File: src/rtl/core/tpf_pkg.sv
// ----------------------------------------------------------------------------
// tpf_pkg
// Shared constants and types for the three-level priority FIFO core.
// ----------------------------------------------------------------------------
package tpf_pkg;

  // Ring depth per level and number of levels
  localparam int DEPTH  = 16;
  localparam int LEVELS = 3;

  localparam int LVL_W  = $clog2(LEVELS);
  localparam int PTR_W  = (DEPTH > 1) ? $clog2(DEPTH) : 1;
  localparam int CNT_W  = $clog2(DEPTH + 1);
  localparam int MEM_DEPTH = LEVELS * DEPTH;
  localparam int ADDR_W = (MEM_DEPTH > 1) ? $clog2(MEM_DEPTH) : 1;

  localparam logic [7:0] EMPTY_BYTE = 8'h20;

  // Operation codes
  localparam logic OP_PUSH = 1'b0;
  localparam logic OP_POP  = 1'b1;

  // Priority request codes that pick a specific level
  localparam logic [1:0] PRIO_ONE = 2'd1;
  localparam logic [1:0] PRIO_TWO = 2'd2;

  // Level indexes
  localparam logic [LVL_W-1:0] LVL_ONE   = LVL_W'(0);
  localparam logic [LVL_W-1:0] LVL_TWO   = LVL_W'(1);
  localparam logic [LVL_W-1:0] LVL_THREE = LVL_W'(2);

  // Result status codes
  localparam logic [1:0] ST_PUSH_OK   = 2'd0;
  localparam logic [1:0] ST_POP_OK    = 2'd1;
  localparam logic [1:0] ST_OVERFLOW  = 2'd2;
  localparam logic [1:0] ST_ALL_EMPTY = 2'd3;

  // Memory command from the pointer bank for the current request
  typedef struct packed {
    logic              wr_en;
    logic              rd_en;
    logic [ADDR_W-1:0] addr;
    logic [1:0]        status;
  } mem_cmd_t;

endpackage

File: src/rtl/core/three_level_priority_fifo_core.sv
// ----------------------------------------------------------------------------
// three_level_priority_fifo_core
// Three byte FIFOs, one per priority level, behind one request stream.
// ----------------------------------------------------------------------------
// Usage:
//   Requests arrive on the s_ channel. s_tuser carries the operation (push or
//   pop) and the priority; s_tdata carries the byte to push. Each request
//   transaction yields exactly one result transaction on the m_ channel:
//   m_tdata is the popped byte (0x20 if every level is empty, zero on push)
//   and m_tuser is the status code.
//   A push result is in the output register in the cycle after the
//   request; a pop result first passes through the registered read of the
//   level store before it reaches the output register.
//   One push per cycle while the receiver takes results; a pop holds off
//   the next request until its byte is back from the registered read of
//   the store RAM.
//   A push into a full level is dropped and reported as overflow.
//   Reset clears every pointer and fill count, so all levels read empty;
//   store contents are not cleared and need no clearing pass.
//   When the receiver stalls (m_tready low) the result holds in the output
//   register and s_tready drops until it is taken.
// ----------------------------------------------------------------------------
module three_level_priority_fifo_core (
  input  logic       clk,
  input  logic       rst,
  input  logic       s_tvalid,
  output logic       s_tready,
  input  logic [7:0] s_tdata,   // [7:0] data
  input  logic [2:0] s_tuser,   // [0] operation, [2:1] priority_req
  output logic       m_tvalid,
  input  logic       m_tready,
  output logic [7:0] m_tdata,   // [7:0] result_byte
  output logic [1:0] m_tuser    // [1:0] status
);

  tpf_pkg::mem_cmd_t cmd;
  logic              take;
  logic              rd_pending;  // pop read in flight, byte lands next cycle
  logic              out_free;
  logic [7:0]        rd_data;

  assign out_free = !m_tvalid || m_tready;
  assign s_tready = !rd_pending && out_free;
  assign take     = s_tvalid && s_tready;

  tpf_ptrs u_ptrs (
    .clk          (clk),
    .rst          (rst),
    .take         (take),
    .operation    (s_tuser[0]),
    .priority_req (s_tuser[2:1]),
    .cmd          (cmd)
  );

  // Level store: level index times DEPTH plus ring position
  tpf_ram #(
    .WIDTH (8),
    .DEPTH (tpf_pkg::MEM_DEPTH)
  ) u_store (
    .clk   (clk),
    .we    (take && cmd.wr_en),
    .waddr (cmd.addr),
    .wdata (s_tdata),
    .re    (take && cmd.rd_en),
    .raddr (cmd.addr),
    .rdata (rd_data)
  );

  // Output register. Accepting a request implies the register is free
  // at that edge, and no new request enters while a read is pending.
  always_ff @(posedge clk) begin
    if (rst) begin
      m_tvalid   <= 1'b0;
      rd_pending <= 1'b0;
    end else begin
      if (rd_pending) begin
        m_tvalid   <= 1'b1;
        rd_pending <= 1'b0;
      end else if (take) begin
        m_tvalid   <= !cmd.rd_en;
        rd_pending <= cmd.rd_en;
      end else if (m_tready) begin
        m_tvalid <= 1'b0;
      end
    end
  end

  always_ff @(posedge clk) begin
    if (rd_pending) begin
      m_tdata <= rd_data;
    end else if (take) begin
      m_tuser <= cmd.status;
      m_tdata <= (cmd.status == tpf_pkg::ST_ALL_EMPTY) ? tpf_pkg::EMPTY_BYTE : 8'h00;
    end
  end

endmodule

File: src/rtl/core/tpf_ram.sv
// ----------------------------------------------------------------------------
// tpf_ram
// Generic single-write, single-read synchronous RAM with registered read.
// ----------------------------------------------------------------------------
module tpf_ram #(
  parameter int WIDTH = 8,
  parameter int DEPTH = 48
) (
  input  logic                                   clk,
  input  logic                                   we,
  input  logic [((DEPTH > 1) ? $clog2(DEPTH) : 1)-1:0] waddr,
  input  logic [WIDTH-1:0]                       wdata,
  input  logic                                   re,
  input  logic [((DEPTH > 1) ? $clog2(DEPTH) : 1)-1:0] raddr,
  output logic [WIDTH-1:0]                       rdata
);

  logic [WIDTH-1:0] mem [DEPTH];

  always_ff @(posedge clk) begin
    if (we) begin
      mem[waddr] <= wdata;
    end
    if (re) begin
      rdata <= mem[raddr];
    end
  end

endmodule

File: src/rtl/core/tpf_ptrs.sv
// ----------------------------------------------------------------------------
// tpf_ptrs
// Per-level read/write positions and fill counts; turns a request into a
// memory command and a status, and advances the pointers on acceptance.
// ----------------------------------------------------------------------------
module tpf_ptrs (
  input  logic                 clk,
  input  logic                 rst,
  input  logic                 take,
  input  logic                 operation,
  input  logic [1:0]           priority_req,
  output tpf_pkg::mem_cmd_t    cmd
);

  logic [tpf_pkg::PTR_W-1:0] rd_pos [tpf_pkg::LEVELS];
  logic [tpf_pkg::PTR_W-1:0] wr_pos [tpf_pkg::LEVELS];
  logic [tpf_pkg::CNT_W-1:0] fill   [tpf_pkg::LEVELS];

  logic [tpf_pkg::LVL_W-1:0] push_lvl;
  logic [tpf_pkg::LVL_W-1:0] pop_lvl;
  logic                      any_full;
  logic                      any_data;
  logic [tpf_pkg::LVL_W-1:0] sel_lvl;
  logic [tpf_pkg::PTR_W-1:0] sel_pos;

  function automatic logic [tpf_pkg::PTR_W-1:0] advance(
    input logic [tpf_pkg::PTR_W-1:0] pos
  );
    advance = (pos == tpf_pkg::PTR_W'(tpf_pkg::DEPTH - 1)) ?
              '0 : pos + tpf_pkg::PTR_W'(1);
  endfunction

  always_comb begin
    case (priority_req)
      tpf_pkg::PRIO_ONE: push_lvl = tpf_pkg::LVL_ONE;
      tpf_pkg::PRIO_TWO: push_lvl = tpf_pkg::LVL_TWO;
      default:           push_lvl = tpf_pkg::LVL_THREE;
    endcase
  end

  // Most urgent non-empty level
  always_comb begin
    any_data = 1'b1;
    if (fill[tpf_pkg::LVL_ONE] != '0) begin
      pop_lvl = tpf_pkg::LVL_ONE;
    end else if (fill[tpf_pkg::LVL_TWO] != '0) begin
      pop_lvl = tpf_pkg::LVL_TWO;
    end else begin
      pop_lvl  = tpf_pkg::LVL_THREE;
      any_data = (fill[tpf_pkg::LVL_THREE] != '0);
    end
  end

  assign any_full = (fill[push_lvl] == tpf_pkg::CNT_W'(tpf_pkg::DEPTH));
  assign sel_lvl  = (operation == tpf_pkg::OP_POP) ? pop_lvl : push_lvl;
  assign sel_pos  = (operation == tpf_pkg::OP_POP) ? rd_pos[pop_lvl] : wr_pos[push_lvl];

  always_comb begin
    cmd.addr = tpf_pkg::ADDR_W'(sel_lvl) * tpf_pkg::ADDR_W'(tpf_pkg::DEPTH)
             + tpf_pkg::ADDR_W'(sel_pos);
    if (operation == tpf_pkg::OP_POP) begin
      cmd.wr_en  = 1'b0;
      cmd.rd_en  = any_data;
      cmd.status = any_data ? tpf_pkg::ST_POP_OK : tpf_pkg::ST_ALL_EMPTY;
    end else begin
      cmd.wr_en  = !any_full;
      cmd.rd_en  = 1'b0;
      cmd.status = any_full ? tpf_pkg::ST_OVERFLOW : tpf_pkg::ST_PUSH_OK;
    end
  end

  always_ff @(posedge clk) begin
    if (rst) begin
      for (int i = 0; i < tpf_pkg::LEVELS; i++) begin
        rd_pos[i] <= '0;
        wr_pos[i] <= '0;
        fill[i]   <= '0;
      end
    end else if (take) begin
      if (cmd.wr_en) begin
        wr_pos[push_lvl] <= advance(wr_pos[push_lvl]);
        fill[push_lvl]   <= fill[push_lvl] + tpf_pkg::CNT_W'(1);
      end
      if (cmd.rd_en) begin
        rd_pos[pop_lvl] <= advance(rd_pos[pop_lvl]);
        fill[pop_lvl]   <= fill[pop_lvl] - tpf_pkg::CNT_W'(1);
      end
    end
  end

endmodule

File: config.mk
export PLATFORM = sky130hd
export DESIGN_NAME = three_level_priority_fifo_core
export DESIGN_NICKNAME = d
export VERILOG_FILES = /design/src/rtl/core/tpf_pkg.sv /design/src/rtl/core/three_level_priority_fifo_core.sv /design/src/rtl/core/tpf_ram.sv /design/src/rtl/core/tpf_ptrs.sv
export SDC_FILE = /design/constraint.sdc
export NUM_CORES = 1
export LEC_CHECK = 0
export ABC_AREA = 1
export BUFFER_PORTS_ARGS = -buffer_cell sky130_fd_sc_hd__buf_2
export CORE_AREA = 10 10 212 214
export DETAILED_ROUTE_END_ITERATION = 7
export DIE_AREA = 0 0 222 224
export PLACE_DENSITY_LB_ADDON = 0.05
export SLEW_MARGIN = 40
export SYNTH_ARGS = -nofsm -noshare
export SYNTH_HDL_FRONTEND = slang
export SYNTH_SLANG_ARGS = --single-unit
File: constraint.sdc
create_clock -name clk -period 3.26 [get_ports clk]
set_input_delay 0.163 -clock clk [delete_from_list [all_inputs] [get_ports clk]]
set_output_delay 0.163 -clock clk [all_outputs]
set_load 0.005 [all_outputs]
# Word level (Yosys, flattened, before mapping)
# Memory sizes are Yosys's and may differ from the RTL's. A register that Yosys moved wholly into a read port is not among the register bits.
# Cells that the tools add are included.
[word_totals]
regBits = 12
out_inout_bits = 12
ramBits = 423
memories = 4
[mem_list]
columns = ["name", "depth", "width", "rd", "rd_ports_with_merged_regs", "wr", "line", "rtl"]
rows = [
  ["u_store.mem", 48, 8, 1, 1, 1, "tpf_ram.sv:18", "logic [WIDTH-1:0] mem [DEPTH];"],
  ["u_ptrs.fill", 3, 5, 5, 0, 3, "tpf_ptrs.sv:17", "logic [tpf_pkg::CNT_W-1:0] fill [tpf_pkg::LEVELS];"],
  ["u_ptrs.rd_pos", 3, 4, 1, 0, 3, "tpf_ptrs.sv:15", "logic [tpf_pkg::PTR_W-1:0] rd_pos [tpf_pkg::LEVELS];"],
  ["u_ptrs.wr_pos", 3, 4, 1, 0, 3, "tpf_ptrs.sv:16", "logic [tpf_pkg::PTR_W-1:0] wr_pos [tpf_pkg::LEVELS];"],
]
[op_classes]
bitwise = 2
n_addsub = 5
eq_ne = 6
n_mux = 43
reduce_logical = 20
[op_table]
columns = ["operator", "count"]
rows = [
  ["2-to-1 mux 2 bit", 11],
  ["2-to-1 mux 1 bit", 21],
  ["2-to-1 mux 4 bit", 5],
  ["2-to-1 mux 8 bit", 2],
  ["nonzero test 5 bit", 3],
  ["2-to-1 mux 5 bit", 2],
  ["OR reduction 5 bit", 2],
  ["adder 4 x 1 -> 4 bit (second input constant)", 2],
  ["equality test 4 bit (second input constant)", 2],
  ["OR reduction 4 bit", 2],
  ["adder 6 x 4 -> 6 bit", 1],
  ["2-to-1 mux 6 bit", 1],
  ["adder 5 x 1 -> 5 bit (second input constant)", 1],
  ["equality test 5 bit (second input constant)", 1],
  ["subtractor 5 x 1 -> 5 bit (second input constant)", 1],
  ["equality test 2 bit (second input constant)", 2],
  ["logical AND 1 bit", 4],
  ["zero test 1 bit", 4],
  ["one-hot mux 2 bit (2 select lines)", 1],
  ["nonzero test 3 bit", 1],
  ["OR reduction 3 bit", 1],
  ["equality test 2 x 1 -> 1 bit (second input constant)", 1],
  ["NOT 1 bit", 2],
  ["AND reduction 2 bit", 1],
  ["other kinds (2)", 2],
]

# Longest topological paths before layout
# An unclocked memory read counts as a cell.
[logic_depth]
depth_word = 13
depth_mapped = 20

# Cells and area by module
# A second synthesis with hierarchy kept.
[hier_totals]
hier_cells = 1743
area_unflattened_um2 = 19458.7
[by_module_without_submodules]
columns = ["module", "n_inst", "cells_each", "area_per_inst_um2"]
rows = [
  ["tpf_ram", 1, 1331, 15932.8],
  ["tpf_ptrs", 1, 363, 3011.6],
  ["three_level_priority_fifo_core", 1, 49, 514.2],
]

# Worst setup path before layout
# No wires, ideal clock.
[synth_timing]
kind = "input port to flip-flop"
from = "input s_tuser[1]"
to = "memory u_store.mem[0][0], enable pin"
t_arrival_ns = 2.246
setup_slack_ns = 0.643
path_buffers = 2
setup_time_ns = 0.370
stages = 14
cell_sequence = "inv_1 > ha_1 > buf_4 > buf_4 > nor2_1 > inv_1 > a32oi_1 > inv_1 > ha_1 > nand3_1 > nand3_1 > inv_1 > nand2_1 > nor2_1"
[synth_between]
elab_chain_len = 9
[synth_rtl]
columns = ["element", "line", "rtl"]
rows = [
  ["start, declared", "three_level_priority_fifo_core.sv:29", "input logic [2:0] s_tuser,"],
  ["equality test 2 bit / equality test 2 x 1 -> 1 bit (equally long branches)", "tpf_ptrs.sv:34", "case (priority_req)"],
  ["one-hot mux 2 bit (2 select lines) *", "tpf_ptrs.sv:34", ""],
  ["memory read (3 x 5 bit)", "-", ""],
  ["equality test 5 bit", "tpf_ptrs.sv:54", "assign any_full = (fill[push_lvl] == tpf_pkg::CNT_W'(tpf_pkg::DEPTH));"],
  ["zero test 1 bit", "tpf_ptrs.sv:66", "cmd.wr_en = !any_full;"],
  ["2-to-1 mux 2 bit", "tpf_ptrs.sv:61", "if (operation == tpf_pkg::OP_POP) begin"],
  ["logical AND 1 bit", "three_level_priority_fifo_core.sv:61", ".we (take && cmd.wr_en),"],
  ["2-to-1 mux 1 bit", "tpf_ram.sv:21", "if (we) begin"],
  ["2-to-1 mux 1 bit (not written as such)", "tpf_ram.sv:22", "mem[waddr] <= wdata;"],
  ["end, declared", "tpf_ram.sv:18", ""],
]
# Every way passes the cells marked *; elsewhere a longest branch is shown, timed or not.

==> impl_results.rst <==
.. list-table::
   :header-rows: 1

   * - Metric
     - Value
   * - Outcome
     - finished clean
   * - Leakage power of the design
     - 9.74 nW
   * - Post-synthesis average cell area
     - ~10 um^2
   * - Total Wirelength
     - 50500 um
   * - Die width
     - roughly 220 um
   * - Ratio of total power to cell area
     - 588 mW/mm^2
   * - CP Data Arrival Time
     - between 3000 and 4000 ps
   * - Nature of the critical path endpoint
     - flip-flop
   * - H-tree depth
     - 2
   * - Time the final worst path needs with I/O delays and setup
     - 3090 ps
   * - Via count
     - 13400
   * - Area after detailed placement
     - around 0.021 mm^2
   * - Portion of the post-synthesis area used by sequential elements
     - 0.672
   * - Vertical die dimension
     - approximately 220 um
   * - Post-synthesis cell type count
     - 42
   * - Share of cells above drive strength 1
     - 0.118
   * - Number of antenna violations at the first check in global routing
     - 1
   * - Summed area of non-filler cells in the final layout
     - between 0.02 and 0.025 mm^2
   * - Basic-gate share of the synthesized area counting and, or, nand and nor cells
     - 0.225
   * - Net count of the finished layout
     - 2080
   * - Most common cell in the synthesized netlist
     - sky130_fd_sc_hd__nand2_1
   * - Global-route usage over all layers
     - 0.203
   * - Share of the clock period used by the worst path after layout
     - 0.946
   * - Total overflow reported by the global router
     - 0
   * - Critical path peak fanout
     - 11
   * - Number of storage elements in the synthesis netlist
     - 452
   * - CTS tree
     - built
   * - Number of buffers inserted by post-CTS setup repair
     - 0
   * - Adder and majority cell fraction of the synthesized area
     - 0.00434
   * - Yosys synthesis warning count
     - 0
   * - Required time of the critical path
     - 3560 ps
   * - Number of clock sinks
     - between 400 and 500
   * - EDFF count, synth
     - 450
   * - Total setup violations reported at the end of the flow
     - 0
   * - Vias in the first global route
     - 13300
   * - First-pass GRT wire length
     - 78300 um
   * - Multiplexer share of the synthesized area
     - 0
   * - Utilization of the core after routing
     - 0.567
   * - Main combinational cell family by area after synthesis
     - simple AND/OR/NAND/NOR gates
   * - Post-Syn Instances
     - 1948
   * - Highest clock frequency the design can meet
     - 0.324 GHz
   * - Total count of max-transition violations in the final report
     - 0
   * - Post-DR wirelength/cell
     - 19.2 um
   * - Xor/xnor cell area share of the yosys netlist
     - 0.00217
   * - TNS Setup
     - 0 ps
   * - Pwr Total
     - 13.5 mW
   * - Clock slew at reported path FFs
     - 60 ps
   * - GPL Wtd Cong
     - between 0.8 and 0.9
   * - Initial core utilization
     - 0.498
   * - Number of placed cells counting well taps
     - 2537
   * - Remaining antenna violation count after routing
     - 0
   * - Floorplan core area
     - roughly 0.041 mm^2
   * - Worst ir drop on vdd
     - 0.460 mV
   * - Root buffer cell
     - sky130_fd_sc_hd__clkbuf_16
   * - Largest area contributor in the netlist
     - sky130_fd_sc_hd__edfxtp_1
   * - Cell Area, Synth
     - around 0.02 mm^2
   * - Boundary Pins
     - 27
   * - Launching element type of the critical path
     - flip-flop
   * - Fraction of post-synthesis cell area in the top cell type by area
     - 0.670
   * - Worst slew margin relative to its limit
     - 0.442
   * - Via/cell ratio
     - 5.11
   * - DRC marker count from the first detailed-route iteration
     - 937
   * - Final Skew
     - roughly 15 ps
   * - Fill cell count
     - 3589
   * - DRC errors left
     - 0
   * - Port Buf Inserts
     - 26
   * - Number of violations of the max-capacitance limit
     - 0
   * - Final HPWL from detailed placement
     - 33300 um
   * - Maximum number of pins on one net before global-route repair
     - 67
   * - Row cnt
     - 74
   * - Number of cells in the finished layout apart from fillers
     - 2627
   * - Number of buffers created by CTS
     - 48
   * - Worst-Skew Late Latency
     - roughly 590 ps
   * - Most frequent cells after synthesis
     - sky130_fd_sc_hd__nand2_1 (716), sky130_fd_sc_hd__edfxtp_1 (450), sky130_fd_sc_hd__inv_1 (253)
   * - Share of flip-flops with an asynchronous set or reset after synthesis
     - 0
   * - Antenna Cells
     - 0
   * - Compound-gate portion of the synthesized area
     - 0.0301
   * - Post-synthesis net count
     - 1970
   * - Endpoints failing hold
     - 0
   * - Maximum clock path buffer count
     - 3
   * - Most used flip-flop cell after synthesis
     - sky130_fd_sc_hd__edfxtp_1
   * - DRT Pass-1 Iters
     - 5
   * - Actual transition at the worst max-transition pin
     - 838 ps
   * - Worst setup path class
     - flip-flop to flip-flop
   * - Area growth from synthesis to final layout
     - 14.0%
   * - Die outline area
     - 0.0497 mm^2
   * - Area contributors post-synth
     - sky130_fd_sc_hd__edfxtp_1 (67%), sky130_fd_sc_hd__nand2_1 (13%), sky130_fd_sc_hd__inv_1 (4.7%)
   * - Worst hold path class
     - input pin to flip-flop
-- cells by family (layout without fill, tap and decap cells) --
| family | Yosys count | in the layout |
|---|---|---|
| AND/OR/NAND/NOR | 1062 | 1062 |
| buffers and inverters | 332 | 479 |
| XOR/XNOR | 5 | 5 |
| AO/OA/AOI/OAI | 90 | 90 |
| adder cells (fa/ha/maj) | 7 | 7 |
| flip-flops | 452 | 452 |
-- flip-flops by register name, summed over array words and instances (netlist names) --
name           cells
m_tdata            8
u_store.rdata      8
u_store.mem      384
m_tvalid           1
u_ptrs.wr_pos     16
u_ptrs.rd_pos     12
m_tuser            2
u_ptrs.fill       20
rd_pending         1
-- where the power goes --
part / leakage [nW] / switching [mW] / internal [mW]
clock: 0.724 / 2.22 / 2.98
combinational: 4.89 / 1.30 / 0.512
sequential: 4.13 / 0.0297 / 6.49
total: 9.74 / 3.55 / 9.98
-- critical path, stage by stage (launching register included) --
cell	delay, ps
sky130_fd_sc_hd__edfxtp_1	460
sky130_fd_sc_hd__nor2_4	180
sky130_fd_sc_hd__nand3_4	160
sky130_fd_sc_hd__nor2_8	190
sky130_fd_sc_hd__nand2_1	70
sky130_fd_sc_hd__nand3_1	140
sky130_fd_sc_hd__nand2_1	60
sky130_fd_sc_hd__o21ai_1	270
sky130_fd_sc_hd__inv_1	330
sky130_fd_sc_hd__nor2_4	310
sky130_fd_sc_hd__nand2_1	90
sky130_fd_sc_hd__buf_4	190
sky130_fd_sc_hd__nor2_1	140
sky130_fd_sc_hd__buf_4	190
-- cells in the final DEF, fill, tap and decap left out, types with 6 or more instances in the layout --
master and instances:
sky130_fd_sc_hd__buf_12 8, sky130_fd_sc_hd__ha_1 7, sky130_fd_sc_hd__clkinv_2 10, sky130_fd_sc_hd__nand2_2 6, sky130_fd_sc_hd__clkbuf_1 9, sky130_fd_sc_hd__o21ai_0 6, sky130_fd_sc_hd__clkinv_1 12, sky130_fd_sc_hd__inv_1 253
sky130_fd_sc_hd__edfxtp_1 450, sky130_fd_sc_hd__or2_2 7, sky130_fd_sc_hd__buf_2 24, sky130_fd_sc_hd__o211ai_1 43, sky130_fd_sc_hd__a21oi_1 13, sky130_fd_sc_hd__o21ai_1 17, sky130_fd_sc_hd__clkbuf_16 49, sky130_fd_sc_hd__nand2_1 716
sky130_fd_sc_hd__nand3_1 157, sky130_fd_sc_hd__or2_1 14, sky130_fd_sc_hd__buf_4 99, sky130_fd_sc_hd__nor2_1 125, sky130_fd_sc_hd__nor2_4 7
-- layout make-up --
type,count,area (um^2),share of cell area
Clock buffer,58,1260,0.0548
Clock inverter,29,218,0.00947
Sequential cell,452,13600,0.589
Timing Repair Buffer,134,1050,0.0458
Multi-Input combinational cell,1164,5280,0.230
Inverter,258,968,0.0421
Tap cell,532,666,0.0289
-- metal layers --
layer | GRT usage | vias up | wire length [um]
met4 | 0.0579 | 0 | 1270
met3 | 0.0313 | 90 | 2570
li1 | - | 6602 | -
met1 | 0.278 | 6408 | 22900
met2 | 0.330 | 325 | 23800
met5 | 0 | - | 0
-- repair_timing --
item,CTS,global route
hold buffers,3,0
resized for setup,0,1
hold endpoints to repair,2,0
endpoints found under the setup margin,0,48
-- path summary, 6_finish.rpt --
path,start,to,slack [ps],cells past startpoint
max,u_ptrs.fill[0][0]$_SDFFCE_PN0P_,u_store.mem[13][0]$_DFFE_PP_,170,13
min,s_tvalid,m_tuser[0]$_DFFE_PP_,60,3
max reg2reg,u_ptrs.fill[0][0]$_SDFFCE_PN0P_,u_store.mem[13][0]$_DFFE_PP_,170,13
min reg2reg,u_store.rdata[7]$_DFFE_PN_,m_tdata[7]$_SDFFCE_PN0P_,500,2
-- metrics by stage --
stage	worst slack [ps]	hold WS, ps
finish	175	58.1
global route	-1.80	61.6
CTS	167	29.2
detailed placement	86.7	422
global placement	96.4	428
floorplan	643	232
Power figures use the tool's default switching activity.
